===== config.mk =====
export PLATFORM = sky130hd
export DESIGN_NAME = fuzzy_speed_controller_top_flat
export DESIGN_NICKNAME = d
export VERILOG_FILES = /design/src/design/fsc_pkg.sv /design/src/design/fsc_in_if.sv /design/src/design/fsc_out_if.sv /design/src/design/fsc_div.sv /design/src/design/fuzzy_speed_controller_top.sv /design/src/flat_wrapper.sv
export SDC_FILE = /design/constraint.sdc
export NUM_CORES = 2
export LEC_CHECK = 0
export ABC_AREA = 1
export BUFFER_PORTS_ARGS = -buffer_cell sky130_fd_sc_hd__buf_2
export CORE_UTILIZATION = 35
export DETAILED_ROUTE_END_ITERATION = 7
export PLACE_DENSITY_LB_ADDON = 0.25
export SLEW_MARGIN = 20
export SYNTH_ARGS = -nofsm -noshare
export SYNTH_HDL_FRONTEND = slang
export SYNTH_SLANG_ARGS = --single-unit

===== constraint.sdc =====
create_clock -name clk -period 36.1 [get_ports clk]
set_clock_uncertainty 0.2 [all_clocks]
set_input_delay 3.61 -clock clk [delete_from_list [all_inputs] [get_ports clk]]
set_output_delay 3.61 -clock clk [all_outputs]
set_load 0.005 [all_outputs]

===== src/design/fsc_pkg.sv =====
// shared types, constants and lookup functions of the fuzzy speed controller
package fsc_pkg;

  localparam int unsigned FullScale = 100;

  // register map (word index)
  localparam logic [2:0] RegCxLo  = 3'd0;
  localparam logic [2:0] RegCxHi  = 3'd1;
  localparam logic [2:0] RegLaLo  = 3'd2;
  localparam logic [2:0] RegLaHi  = 3'd3;
  localparam logic [2:0] RegSpSel = 3'd4;

  // divider sizes
  localparam int unsigned ScNumW = 19;
  localparam int unsigned ScDenW = 12;
  localparam int unsigned ScQuoW = 7;
  localparam int unsigned AvNumW = 18;
  localparam int unsigned AvDenW = 9;
  localparam int unsigned AvQuoW = 9;

  localparam logic [6:0] CxBp [7] = '{7'd0, 7'd16, 7'd32, 7'd48, 7'd64, 7'd80, 7'd96};
  localparam logic [6:0] LaBp [7] = '{7'd0, 7'd40, 7'd50, 7'd60, 7'd70, 7'd80, 7'd90};

  localparam logic [8:0] SpeedTab [7][7] = '{
    '{9'd180, 9'd170, 9'd160, 9'd150, 9'd140, 9'd130, 9'd120},
    '{9'd270, 9'd260, 9'd250, 9'd240, 9'd230, 9'd220, 9'd200},
    '{9'd270, 9'd260, 9'd240, 9'd220, 9'd200, 9'd180, 9'd160},
    '{9'd290, 9'd285, 9'd270, 9'd250, 9'd230, 9'd210, 9'd180},
    '{9'd300, 9'd280, 9'd260, 9'd240, 9'd215, 9'd200, 9'd165},
    '{9'd300, 9'd305, 9'd300, 9'd295, 9'd290, 9'd275, 9'd260},
    '{9'd350, 9'd340, 9'd315, 9'd300, 9'd285, 9'd270, 9'd230}
  };

  // rows: complexity segment, columns: lookahead segment
  localparam logic [2:0] LabelTab [7][7] = '{
    '{3'd6, 3'd5, 3'd4, 3'd3, 3'd2, 3'd1, 3'd0},
    '{3'd5, 3'd5, 3'd4, 3'd3, 3'd2, 3'd1, 3'd0},
    '{3'd4, 3'd4, 3'd3, 3'd2, 3'd1, 3'd1, 3'd0},
    '{3'd3, 3'd3, 3'd3, 3'd2, 3'd1, 3'd1, 3'd0},
    '{3'd2, 3'd2, 3'd2, 3'd1, 3'd1, 3'd0, 3'd0},
    '{3'd2, 3'd1, 3'd1, 3'd0, 3'd0, 3'd0, 3'd0},
    '{3'd1, 3'd1, 3'd0, 3'd0, 3'd0, 3'd0, 3'd0}
  };

  typedef struct packed {
    logic [2:0] seg;
    logic [6:0] comp;
  } loc_t;

  // segment and complement degree on the complexity breakpoints
  function automatic loc_t cx_locate(input logic [6:0] x);
    loc_t        r;
    logic [2:0]  k;
    logic [10:0] p;
    k = 3'd6;
    for (int i = 5; i >= 1; i--) begin
      if (x <= CxBp[i]) k = 3'(i);
    end
    p = 11'(CxBp[k] - x) * 11'(FullScale);
    r.seg  = k;
    r.comp = 7'(p >> 4);
    if (x == 7'd0) begin
      r.seg  = 3'd1;
      r.comp = 7'(FullScale);
    end else if (x >= CxBp[6]) begin
      r.seg  = 3'd6;
      r.comp = 7'd0;
    end
    return r;
  endfunction

  // segment and complement degree on the lookahead breakpoints
  function automatic loc_t la_locate(input logic [6:0] x);
    loc_t        r;
    logic [2:0]  k;
    logic [6:0]  d;
    k = 3'd6;
    for (int i = 5; i >= 1; i--) begin
      if (x <= LaBp[i]) k = 3'(i);
    end
    d = LaBp[k] - x;
    r.seg  = k;
    // first segment is 40 wide (100/40 = 5/2), the others 10 wide (100/10 = 10)
    r.comp = (k == 3'd1) ? 7'((10'(d) * 10'd5) >> 1) : 7'(10'(d) * 10'd10);
    if (x == 7'd0) begin
      r.seg  = 3'd1;
      r.comp = 7'(FullScale);
    end else if (x >= LaBp[6]) begin
      r.seg  = 3'd6;
      r.comp = 7'd0;
    end
    return r;
  endfunction

endpackage


===== src/design/fsc_in_if.sv =====
// input channel: complexity and lookahead item
interface fsc_in_if import fsc_pkg::*; ();
  logic               valid;
  logic               ready;
  logic signed [15:0] complexity;
  logic signed [15:0] lookahead;

  modport source (output valid, output complexity, output lookahead, input ready);
  modport sink (input valid, input complexity, input lookahead, output ready);
endinterface


===== src/design/fsc_out_if.sv =====
// result channel: target speed item
interface fsc_out_if import fsc_pkg::*; ();
  logic       valid;
  logic       ready;
  logic [8:0] speed;

  modport source (output valid, output speed, input ready);
  modport sink (input valid, input speed, output ready);
endinterface


===== src/design/fsc_div.sv =====
// pipelined restoring divider, one quotient bit per stage, with a side tag
module fsc_div import fsc_pkg::*; #(
  parameter int unsigned NW = ScNumW,
  parameter int unsigned DW = ScDenW,
  parameter int unsigned QW = ScQuoW,
  parameter int unsigned TW = 1
) (
  input  logic          clk,
  input  logic          en,
  input  logic [NW-1:0] num_i,
  input  logic [DW-1:0] den_i,
  input  logic [TW-1:0] tag_i,
  output logic [QW-1:0] quo_o,
  output logic [TW-1:0] tag_o
);
  localparam int unsigned RW = (NW > DW + QW) ? NW : DW + QW;

  logic [RW-1:0] rem_r [QW];
  logic [DW-1:0] den_r [QW];
  logic [QW-1:0] quo_r [QW];
  logic [TW-1:0] tag_r [QW];

  for (genvar s = 0; s < QW; s++) begin : g_stage
    logic [RW-1:0] rem_in, sh, rem_nxt;
    logic [DW-1:0] den_in;
    logic [QW-1:0] quo_in, quo_nxt;
    logic [TW-1:0] tag_in;
    logic          ge;

    // pick up previous stage or the ports
    if (s == 0) begin : g_first
      assign rem_in = RW'(num_i);
      assign den_in = den_i;
      assign quo_in = '0;
      assign tag_in = tag_i;
    end else begin : g_next
      assign rem_in = rem_r[s-1];
      assign den_in = den_r[s-1];
      assign quo_in = quo_r[s-1];
      assign tag_in = tag_r[s-1];
    end

    // trial subtract of the shifted divisor
    always_comb begin
      sh      = RW'(den_in) << (QW - 1 - s);
      ge      = rem_in >= sh;
      rem_nxt = ge ? rem_in - sh : rem_in;
      quo_nxt = quo_in;
      quo_nxt[QW-1-s] = ge;
    end

    always_ff @(posedge clk) begin
      if (en) begin
        rem_r[s] <= rem_nxt;
        den_r[s] <= den_in;
        quo_r[s] <= quo_nxt;
        tag_r[s] <= tag_in;
      end
    end
  end

  assign quo_o = quo_r[QW-1];
  assign tag_o = tag_r[QW-1];
endmodule


===== src/design/fuzzy_speed_controller_top.sv =====
// top level of the fuzzy speed controller
//
// Usage: items enter on in_if (complexity, lookahead, signed 16 bit) with a
// valid/ready handshake and leave on out_if as one speed value each, in order.
// Clamp ranges and the speed table are set through the cfg_ APB port, one
// register per word; write them only while no item is in flight.
// Pipeline: 22 register stages. Throughput: one item per cycle unless a
// waiting result stalls the pipeline. Most stages lie in the two pipelined
// dividers, one quotient bit per stage: a 7-stage divider for input scaling
// and a 9-stage divider for the weighted average, plus six stages of clamp,
// fuzzify, rule, multiply, sum and output register.
// Reset (rst_n low, synchronous) empties the pipeline and loads the default
// ranges (30..75, 30..450) and speed table 0.
// When the receiver holds out_if.ready low with a result waiting, the whole
// pipeline freezes and in_if.ready drops; nothing is lost or repeated, and
// empty stages are not filled until out_if.ready returns.
module fuzzy_speed_controller_top import fsc_pkg::*; (
  input  logic        clk,
  input  logic        rst_n,
  fsc_in_if.sink      in_if,
  fsc_out_if.source   out_if,
  input  logic        cfg_psel,
  input  logic        cfg_penable,
  input  logic        cfg_pwrite,
  input  logic [4:0]  cfg_paddr,
  input  logic [31:0] cfg_pwdata,
  output logic [31:0] cfg_prdata,
  output logic        cfg_pready
);
  localparam int unsigned Lat = 4 + ScQuoW + AvQuoW + 2;

  logic [9:0]  cx_lo_r, cx_hi_r;
  logic [11:0] la_lo_r, la_hi_r;
  logic [2:0]  sp_sel_r;
  logic [2:0]  reg_idx;
  logic        en;
  logic        vld_r [Lat];

  // configuration registers
  assign reg_idx    = cfg_paddr[4:2];
  assign cfg_pready = 1'b1;

  always_ff @(posedge clk) begin
    if (!rst_n) begin
      cx_lo_r  <= 10'd30;
      cx_hi_r  <= 10'd75;
      la_lo_r  <= 12'd30;
      la_hi_r  <= 12'd450;
      sp_sel_r <= 3'd0;
    end else if (cfg_psel && cfg_penable && cfg_pwrite) begin
      case (reg_idx)
        RegCxLo:  cx_lo_r  <= cfg_pwdata[9:0];
        RegCxHi:  cx_hi_r  <= cfg_pwdata[9:0];
        RegLaLo:  la_lo_r  <= cfg_pwdata[11:0];
        RegLaHi:  la_hi_r  <= cfg_pwdata[11:0];
        RegSpSel: sp_sel_r <= cfg_pwdata[2:0];
        default: ;
      endcase
    end
  end

  always_comb begin
    case (reg_idx)
      RegCxLo:  cfg_prdata = 32'(cx_lo_r);
      RegCxHi:  cfg_prdata = 32'(cx_hi_r);
      RegLaLo:  cfg_prdata = 32'(la_lo_r);
      RegLaHi:  cfg_prdata = 32'(la_hi_r);
      RegSpSel: cfg_prdata = 32'(sp_sel_r);
      default:  cfg_prdata = 32'd0;
    endcase
  end

  // global advance: the pipeline moves unless a result waits with out_if.ready low
  assign en          = !vld_r[Lat-1] || out_if.ready;
  assign in_if.ready = en;

  always_ff @(posedge clk) begin
    if (!rst_n) begin
      for (int i = 0; i < Lat; i++) vld_r[i] <= 1'b0;
    end else if (en) begin
      vld_r[0] <= in_if.valid;
      for (int i = 1; i < Lat; i++) vld_r[i] <= vld_r[i-1];
    end
  end

  // stage a: clamp and scale numerators
  logic signed [16:0] cx_x, cx_l, cx_h, cx_c, la_x, la_l, la_h, la_c;
  logic        cx_empty, la_empty;
  logic [11:0] cx_diff, la_diff;
  logic [ScNumW-1:0] a_cx_num_r, a_la_num_r;
  logic [ScDenW-1:0] a_cx_den_r, a_la_den_r;
  logic [1:0]        a_empty_r;

  always_comb begin
    cx_x = {in_if.complexity[15], in_if.complexity};
    la_x = {in_if.lookahead[15], in_if.lookahead};
    cx_l = $signed({7'd0, cx_lo_r});
    cx_h = $signed({7'd0, cx_hi_r});
    la_l = $signed({5'd0, la_lo_r});
    la_h = $signed({5'd0, la_hi_r});
    cx_c = (cx_x < cx_l) ? cx_l : ((cx_x > cx_h) ? cx_h : cx_x);
    la_c = (la_x < la_l) ? la_l : ((la_x > la_h) ? la_h : la_x);
    cx_diff  = 12'(cx_c - cx_l);
    la_diff  = 12'(la_c - la_l);
    cx_empty = cx_hi_r <= cx_lo_r;
    la_empty = la_hi_r <= la_lo_r;
  end

  always_ff @(posedge clk) begin
    if (en) begin
      a_cx_num_r <= ScNumW'(cx_diff) * ScNumW'(FullScale);
      a_la_num_r <= ScNumW'(la_diff) * ScNumW'(FullScale);
      a_cx_den_r <= ScDenW'(cx_hi_r - cx_lo_r);
      a_la_den_r <= la_hi_r - la_lo_r;
      a_empty_r  <= {la_empty, cx_empty};
    end
  end

  // scaling dividers
  logic [ScQuoW-1:0] cx_q, la_q;
  logic [1:0]        cx_tag, la_tag;

  fsc_div #(.NW(ScNumW), .DW(ScDenW), .QW(ScQuoW), .TW(2)) u_cx_div (
    .clk(clk), .en(en), .num_i(a_cx_num_r), .den_i(a_cx_den_r),
    .tag_i(a_empty_r), .quo_o(cx_q), .tag_o(cx_tag)
  );

  fsc_div #(.NW(ScNumW), .DW(ScDenW), .QW(ScQuoW), .TW(2)) u_la_div (
    .clk(clk), .en(en), .num_i(a_la_num_r), .den_i(a_la_den_r),
    .tag_i(a_empty_r), .quo_o(la_q), .tag_o(la_tag)
  );

  // stage b: fuzzify, fetch labels, min weights
  logic [6:0] cs, ls, cd, ld;
  loc_t       cloc, lloc;
  logic [2:0] b_lab_r [4];
  logic [6:0] b_w_r [4];

  always_comb begin
    cs   = cx_tag[0] ? 7'd0 : cx_q;
    ls   = la_tag[1] ? 7'd0 : la_q;
    cloc = cx_locate(cs);
    lloc = la_locate(ls);
    cd   = 7'(FullScale) - cloc.comp;
    ld   = 7'(FullScale) - lloc.comp;
  end

  always_ff @(posedge clk) begin
    if (en) begin
      b_lab_r[0] <= LabelTab[cloc.seg - 3'd1][lloc.seg - 3'd1];
      b_lab_r[1] <= LabelTab[cloc.seg][lloc.seg - 3'd1];
      b_lab_r[2] <= LabelTab[cloc.seg - 3'd1][lloc.seg];
      b_lab_r[3] <= LabelTab[cloc.seg][lloc.seg];
      b_w_r[0]   <= (cloc.comp < lloc.comp) ? cloc.comp : lloc.comp;
      b_w_r[1]   <= (cd < lloc.comp) ? cd : lloc.comp;
      b_w_r[2]   <= (cloc.comp < ld) ? cloc.comp : ld;
      b_w_r[3]   <= (cd < ld) ? cd : ld;
    end
  end

  // stage c: drop the weaker of rules sharing a label, look up speeds
  logic [6:0] wz [4];
  logic [2:0] sel;
  logic [6:0] c_w_r [4];
  logic [8:0] c_spd_r [4];

  always_comb begin
    for (int i = 0; i < 4; i++) wz[i] = b_w_r[i];
    for (int i = 0; i < 3; i++) begin
      for (int j = i + 1; j < 4; j++) begin
        if (b_lab_r[i] == b_lab_r[j]) begin
          if (wz[i] > wz[j]) wz[j] = 7'd0;
          else wz[i] = 7'd0;
        end
      end
    end
    sel = (sp_sel_r > 3'd6) ? 3'd6 : sp_sel_r;
  end

  always_ff @(posedge clk) begin
    if (en) begin
      for (int i = 0; i < 4; i++) begin
        c_w_r[i]   <= wz[i];
        c_spd_r[i] <= SpeedTab[sel][b_lab_r[i]];
      end
    end
  end

  // stage d: products and weight sum
  logic [15:0]       d_prod_r [4];
  logic [AvDenW-1:0] d_den_r;

  always_ff @(posedge clk) begin
    if (en) begin
      for (int i = 0; i < 4; i++) d_prod_r[i] <= 16'(c_w_r[i]) * 16'(c_spd_r[i]);
      d_den_r <= AvDenW'(c_w_r[0]) + AvDenW'(c_w_r[1]) + AvDenW'(c_w_r[2])
               + AvDenW'(c_w_r[3]);
    end
  end

  // stage e: numerator sum
  logic [AvNumW-1:0] e_num_r;
  logic [AvDenW-1:0] e_den_r;
  logic              e_zero_r;

  always_ff @(posedge clk) begin
    if (en) begin
      e_num_r  <= AvNumW'(d_prod_r[0]) + AvNumW'(d_prod_r[1]) + AvNumW'(d_prod_r[2])
                + AvNumW'(d_prod_r[3]);
      e_den_r  <= d_den_r;
      e_zero_r <= d_den_r == '0;
    end
  end

  // weighted average divider
  logic [AvQuoW-1:0] av_q;
  logic              av_zero;

  fsc_div #(.NW(AvNumW), .DW(AvDenW), .QW(AvQuoW), .TW(1)) u_av_div (
    .clk(clk), .en(en), .num_i(e_num_r), .den_i(e_den_r),
    .tag_i(e_zero_r), .quo_o(av_q), .tag_o(av_zero)
  );

  // output register
  logic [8:0] speed_r;

  always_ff @(posedge clk) begin
    if (en) begin
      speed_r <= av_zero ? 9'd0 : 9'(av_q);
    end
  end

  assign out_if.valid = vld_r[Lat-1];
  assign out_if.speed = speed_r;
endmodule

===== src/flat_wrapper.sv =====
// flat-port wrapper written by rule: the top's interface ports become plain ports
module fuzzy_speed_controller_top_flat import fsc_pkg::*;
  (clk, rst_n, cfg_psel, cfg_penable, cfg_pwrite, cfg_paddr, cfg_pwdata, cfg_prdata, cfg_pready, in_if_valid, in_if_complexity, in_if_lookahead, in_if_ready, out_if_valid, out_if_speed, out_if_ready);
  fsc_in_if in_if_i ();
  fsc_out_if out_if_i ();
  input  logic clk;
  input  logic rst_n;
  input  logic cfg_psel;
  input  logic cfg_penable;
  input  logic cfg_pwrite;
  input  logic [4:0] cfg_paddr;
  input  logic [31:0] cfg_pwdata;
  output logic [31:0] cfg_prdata;
  output logic cfg_pready;
  input wire logic [$bits(in_if_i.valid)-1:0] in_if_valid;
  input wire logic [$bits(in_if_i.complexity)-1:0] in_if_complexity;
  input wire logic [$bits(in_if_i.lookahead)-1:0] in_if_lookahead;
  output wire logic [$bits(in_if_i.ready)-1:0] in_if_ready;
  output wire logic [$bits(out_if_i.valid)-1:0] out_if_valid;
  output wire logic [$bits(out_if_i.speed)-1:0] out_if_speed;
  input wire logic [$bits(out_if_i.ready)-1:0] out_if_ready;
  assign in_if_i.valid = in_if_valid;
  assign in_if_i.complexity = in_if_complexity;
  assign in_if_i.lookahead = in_if_lookahead;
  assign in_if_ready = in_if_i.ready;
  assign out_if_valid = out_if_i.valid;
  assign out_if_speed = out_if_i.speed;
  assign out_if_i.ready = out_if_ready;
  fuzzy_speed_controller_top u_core (.clk(clk), .rst_n(rst_n), .in_if(in_if_i), .out_if(out_if_i), .cfg_psel(cfg_psel), .cfg_penable(cfg_penable), .cfg_pwrite(cfg_pwrite), .cfg_paddr(cfg_paddr), .cfg_pwdata(cfg_pwdata), .cfg_prdata(cfg_prdata), .cfg_pready(cfg_pready));
endmodule

== Word level (Yosys, flattened, before mapping) ==
Memory sizes are Yosys's and may differ from the RTL's. A register that Yosys moved wholly into a read port is not among the register bits.
Index checks and enable logic that the tools add are counted.
Word-level totals
  register bits: 144
  bits in writable memories: 1083
  ROM bits: 952
  input port bits: 76
  output and inout port bits: 44
  word-level logic and storage cells: 337
  memories kept: 23
Cells by class
  add/sub/neg operators: 39
  multiply operators: 9
  $lt $le $gt $ge: 63
  equality and inequality tests: 11
  muxes and demuxes: 132
  bitwise operators: 33
  reductions and logical operators: 13
Memory list
  (no name shown): depth 8, bits a word 63, read ports 1, clocked after Yosys merged registers in 0, wr ports 0, line fuzzy_speed_controller_top.sv:184  | c_spd_r[i] <= SpeedTab[sel][b_lab_r[i]];
  (no name shown): depth 8, bits a word 21, read ports 1, clocked after Yosys merged registers in 0, wr ports 0, line fuzzy_speed_controller_top.sv:150  | b_lab_r[0] <= LabelTab[cloc.seg - 3'd1][lloc.seg - 3'd1];
  (no name shown): depth 8, bits a word 21, read ports 1, clocked after Yosys merged registers in 0, wr ports 0, line fuzzy_speed_controller_top.sv:151  | b_lab_r[1] <= LabelTab[cloc.seg][lloc.seg - 3'd1];
  u_core.u_av_div.rem_r: depth 9, bits a word 18, read ports 8, clocked after Yosys merged registers in 0, wr ports 9, line fsc_div.sv:18  | logic [RW-1:0] rem_r [QW];
  u_core.u_cx_div.rem_r: depth 7, bits a word 19, read ports 6, clocked after Yosys merged registers in 0, wr ports 7, line fsc_div.sv:18
  u_core.u_la_div.rem_r: depth 7, bits a word 19, read ports 6, clocked after Yosys merged registers in 0, wr ports 7, line fsc_div.sv:18
  +17 memories
Operators with widths (number)
  $mux W19: 14
  $mux W7: 29
  $mux W18: 9
  $mux W63: 2
  $bmux W9 S3: 4
  $mux W21: 4
  $mux W9: 8
  $mul A7 B9 Y16: 4
  $pmux W12 S5: 1
  $mux W12: 4
  $mux W3: 15
  $ge A4 B4 Y1 const B: 11
  $not A3 Y4: 11
  $gt A7 B7 Y1: 6
  $mux W14: 3
  $mux W10: 4
  $ge A19 B12 Y1: 2
  $ge A19 B13 Y1: 2
  $ge A19 B14 Y1: 2
  $ge A19 B15 Y1: 2
  $ge A19 B16 Y1: 2
  $ge A19 B17 Y1: 2
  $ge A19 B18 Y1: 2
  $sub A19 B12 Y19: 2
  66 further kinds: 155

== Logic depth before layout (Yosys ltp) ==
An unclocked memory read counts as a cell.
  depth after elaboration: 24
  gate-level depth with buffers: 44
  depth with buffers taken out: 44

== Hierarchy ==
From an unflattened synthesis, not the netlist that was laid out.
Unflattened totals
  cells, all modules: 8508
  area total of the unflattened synthesis: 75202.1 um^2
By module, submodules not included
  fuzzy_speed_controller_top: instances 1, cells each 3809, area each 32795.2 um^2, sequential area each 9789.4 um^2
  fsc_div at u_core.u_cx_div ...: instances 2, cells each 1483, area each 13530.5 um^2, sequential area each 6846.6 um^2
  fsc_div at u_core.u_av_div: instances 1, cells each 1733, area each 15346.0 um^2, sequential area each 8107.8 um^2

== Least setup slack after synthesis ==
OpenSTA, ideal clock, no wires.
  path kind: input-to-reg
  start point: in out_if_ready
  end point: mem u_core.vld_r[17] (data pin)
  library setup time: 0.144 ns
  arrival time: 28.361 ns
  required time: 35.756 ns
  slack: 7.394 ns
  stages on the path: 5
  buffers on the path: 1
  cells stage by stage: inv_1 > nand2_1 > nand2_1 > clkbuf_1 > nor2_1
RTL lines
  start, declared: line flat_wrapper.sv:21  | input wire logic [$bits(out_if_i.ready)-1:0] out_if_ready;
  end, declared: line fuzzy_speed_controller_top.sv:37  | logic vld_r [Lat];

== Worst setup path after layout ==
  start point: in in_if_complexity[1]
  end point: reg u_core.a_cx_num_r[18] (data pin)
Between the ends
  longest elaborated chain between the ends: 5
  elaborated cells on any way between the ends: 6
  those cells by class: add/sub: 1; mul: 1; order compare: 2; mux: 2
RTL lines
  start, declared: line flat_wrapper.sv:16  | input wire logic [$bits(in_if_i.complexity)-1:0] in_if_complexity;
  $gt A16 B11 Y1: line fuzzy_speed_controller_top.sv:101  | cx_c = (cx_x < cx_l) ? cx_l : ((cx_x > cx_h) ? cx_h : cx_x);
  $mux W12: line fuzzy_speed_controller_top.sv:101
  $mux W12 (*): line fuzzy_speed_controller_top.sv:101
  $sub A12 B11 Y12 (*): line fuzzy_speed_controller_top.sv:103  | cx_diff = 12'(cx_c - cx_l);
  $mul A12 B5 Y17 (*): line fuzzy_speed_controller_top.sv:111  | a_cx_num_r <= ScNumW'(cx_diff) * ScNumW'(FullScale);
  end signal, assigned: line fuzzy_speed_controller_top.sv:111
  end, declared: line fuzzy_speed_controller_top.sv:90  | logic [ScNumW-1:0] a_cx_num_r, a_la_num_r;
Every way passes the cells marked *; elsewhere a longest branch is shown, timed or not.
A chain may end at the register's enable or synchronous reset.

==> flow_metrics.py <==
metrics = {
    "critical_path": {
        "crit_path_frequent_cell": "a21oi_1",
        "path_max_fanout": 11,
        "critPathArrivalTime_ns": 9.96,
        "critical_path_required_ns": 36.43,
        "max_stage_delay_ns": 0.66,
        "critical_path_class": "in -> reg",
        "endpoint_kind": "flop",
        "cp_slowest_cell": "a21oi_1",
        "cp-start-kind": "input port",
        "r2r_slack_ns": 28.16,
    },
    "clocking": {
        "htreeDepth": 3,
        "ctsResizeCount": 0,
        "clockRootBuffer": "clkbuf_16",
        "clock-sinks": 1026,
        "insertion_delay_ns": 0.81,
        "cts_setup_buffers": 0,
        "ctsHoldBuffers": 0,
        "cts_made_buffers": 116,
        "clkTransAtPathRegs_ns": 0.06,
        "cts_tree": "built",
        "clock_path_buffers": 3,
    },
    "placement": {
        "place_inst": 10175,
        "post-dp-hpwl_um": 126000,
        "place_area_um2": 73100,
        "port_buffers": 76,
        "gp_congestion": 0.916,
    },
    "sta": {
        "slew_headroom_pct": 26.4,
        "min_period_over_period_pct": 26.7,
        "hold_viol": 0,
        "worstMarginPinSlew_ns": 1.10,
        "hold-worst-slack_ns": 0.211,
        "setup_violations": 0,
        "rsz0062_at_grt": "no",
        "max_freq_mhz": 104,
        "setup_tns_ns": 0,
        "drv_slew": 0,
        "min_period_ns": 9.63,
    },
    "power": {
        "peakVddDrop_mv": 0.123,
        "leakagePower_uw": 0.0357,
        "finalPower_uw": 8040,
        "p_per_area_nw_per_um2": 104,
    },
    "logic_synthesis": {
        "synth_edf_count": 962,
        "synth.avg_cell_area_um2": 9.24,
        "seq_area_frac_synth_pct": 43.1,
        "async_reset_ff_share_pct": 0,
        "yosys_register_bits": 1026,
        "yosys_most_used_dff": "edfxtp_1",
        "ys_types": 74,
        "syn_inst": 7565,
        "syn_area_um2": 69900,
        "ys_warn_count": 0,
    },
    "floorplan": {
        "ios": 120,
        "die_area_um2": 202000,
        "chipWidth_um": 449,
        "floorplan.initialDensity_pct": 35.4,
        "coreArea_um2": 198000,
        "fp-row-count": 163,
        "die_y_um": 449,
    },
    "drt": {
        "drt-total-wl_um": 161000,
        "postRouteAntennaNets": 0,
        "routed_via_density": 4.85,
        "routed-via-count": 50422,
        "route.detailed.drc": 0,
        "post_drt_wl_per_cell_um": 15.5,
        "dr.pass1.iters": 6,
        "drtIter0Drc": 2949,
    },
    "cells_and_area": {
        "multi_input_area_um2": 34200,
        "ff_latch_area_um2": 30200,
        "final_nets": 8646,
        "final_cell_area_um2": 77100,
        "final_cell_mix": "1,458 x nand2_1, 1,286 x inv_1, 962 x edfxtp_1",
        "layout_commonest_cell": "nand2_1",
        "instances_no_fill": 10396,
        "syn_to_final_growth_pct": 10.2,
        "drive_above_1_share_pct": 4.98,
        "fillCellCount": 19625,
    },
    "run_status": {
        "outcome": "completed",
    },
    "global_route": {
        "grt_pass1_vias": 49929,
        "grt.overflow.total": 0,
        "antenna_found_initial": 6,
        "track_usage_pct": 15.8,
        "grt_pass1_wl_um": 261000,
        "grt_max_degree": 176,
    },
    "min_path": {
        "hold_path_class": "reg -> reg",
    },
    "flow_run": {
        "cap_violations": 0,
    },
}
synth_stat cells (all sizes together), types with 2 or more instances:
| cell | instances | area share, % |
|---|---|---|
| or2 | 36 | 0.32 |
| inv | 1303 | 7.0 |
| or4 | 3 | 0.032 |
| nor4 | 32 | 0.30 |
| dfxtp | 64 | 1.8 |
| nor3b | 3 | 0.032 |
| nor2 | 452 | 2.5 |
| a21o | 28 | 0.30 |
| o32ai | 2 | 0.025 |
| clkbuf | 79 | 0.42 |
| edfxtp | 962 | 41 |
| a311oi | 2 | 0.025 |
| xnor2 | 128 | 1.6 |
| nand2 | 1484 | 8.1 |
| a221oi | 24 | 0.30 |
| a211oi | 21 | 0.23 |
| o21bai | 20 | 0.22 |
| nand3 | 263 | 1.9 |
| o21a | 9 | 0.097 |
| nor3 | 90 | 0.71 |
| conb | 2 | 0.011 |
| ha | 711 | 13 |
| a21oi | 552 | 4.0 |
| o31ai | 14 | 0.15 |
| a32oi | 5 | 0.063 |
| buf | 63 | 0.58 |
| a21boi | 12 | 0.13 |
| a22oi | 7 | 0.075 |
| and2 | 3 | 0.027 |
| o22ai | 47 | 0.42 |
| xor2 | 243 | 3.1 |
| a31oi | 29 | 0.26 |
| a2111oi | 5 | 0.063 |
| nand3b | 22 | 0.24 |
| a41oi | 4 | 0.050 |
| clkinv | 8 | 0.045 |
| and3 | 6 | 0.054 |
| o2111ai | 21 | 0.26 |
| nand4 | 57 | 0.51 |
| o21ai | 479 | 3.5 |
| fa | 206 | 5.9 |
| nor4b | 3 | 0.038 |
| o211ai | 38 | 0.42 |
| o221ai | 16 | 0.20 |
critical path: cells and delay by family:
family / cells / cell delay, ns
AO/OA/AOI/OAI: 11 / 1.93
XOR/XNOR: 2 / 0.42
adder cells (fa/ha/maj): 7 / 2.42
buffers and inverters: 7 / 0.97
AND/OR/NAND/NOR: 7 / 0.59
worst paths after layout:
| check | from | endpoint | cells after the start |
|---|---|---|---|
| max | in_if_complexity[1] | u_core.a_cx_num_r[18] | 34 |
| min | u_core.u_la_div.tag_r[1][0] | u_core.u_cx_div.tag_r[2][0] | 0 |
| max reg2reg | u_core.b_lab_r[0][2] | u_core.c_w_r[2][3] | 36 |
| min reg2reg | u_core.u_la_div.tag_r[1][0] | u_core.u_cx_div.tag_r[2][0] | 0 |
cell type report:
cell class	instances	share of cell area [%]
clock buffers	130	3.85
repair buffers	93	0.692
clock inverters	84	1.19
diodes	7	0.0227
flip-flops and latches	1026	39.2
multi-input cells	5105	44.4
well taps	2640	4.29
inverters	1311	6.39
power by group:
| group | internal (uW) | leakage [uW] | switching, uW | total (uW) |
|---|---|---|---|---|
| registers | 2010 | 0.0109 | 305 | 2310 |
| clock network | 681 | 0.00186 | 511 | 1190 |
| logic | 1700 | 0.0229 | 2830 | 4540 |
through the flow:
| step | util (%) | worst slack [ns] |
|---|---|---|
| after floorplan | - | 7.39 |
| after global placement | 37.0 | 25.74 |
| after detailed placement | 37.0 | 25.65 |
| after CTS | 38.9 | 26.52 |
| after global routing | 39.0 | 25.77 |
| final | 39.0 | 26.47 |
layer usage:
layer	wire (um)	GRT usage, %	share of wire (%)
met3	4900	1.94	3.0
met1	73000	19.9	45
met4	4430	4.82	2.7
met5	0	0	0
met2	79000	28.1	49
flip-flops by register name, summed over array words and instances, names as in the netlist, 17 cells and up:
| register | flops |
|---|---|
| u_core.u_cx_div.rem_r | 103 |
| u_core.b_w_r | 28 |
| u_core.u_la_div.quo_r | 28 |
| u_core.c_spd_r | 36 |
| u_core.u_av_div.quo_r | 45 |
| u_core.a_la_num_r | 17 |
| u_core.u_av_div.den_r | 72 |
| u_core.u_cx_div.quo_r | 28 |
| u_core.c_w_r | 28 |
| u_core.u_la_div.den_r | 72 |
| u_core.e_num_r | 18 |
| u_core.u_la_div.rem_r | 103 |
| u_core.vld_r | 22 |
| u_core.a_cx_num_r | 17 |
| u_core.u_cx_div.den_r | 66 |
| u_core.d_prod_r | 64 |
| u_core.u_av_div.rem_r | 144 |
logic make-up (layout without fill, tap and decap cells):
logic type / Yosys count / in the layout / share of synthesized area [%]
xor gates and xnor gates: 371 / 371 / 4.66
AOI/OAI and AO/OA: 1340 / 1340 / 10.8
other: 2 / 28 / 0.0107
muxes: 1 / 1 / 0.0143
buffers and inverters: 1453 / 1618 / 8.05
adders and majority gates: 917 / 917 / 18.6
and+or+nand+nor: 2455 / 2455 / 14.7
DFF: 1026 / 1026 / 43.1
(Power assumes the default switching activity.)
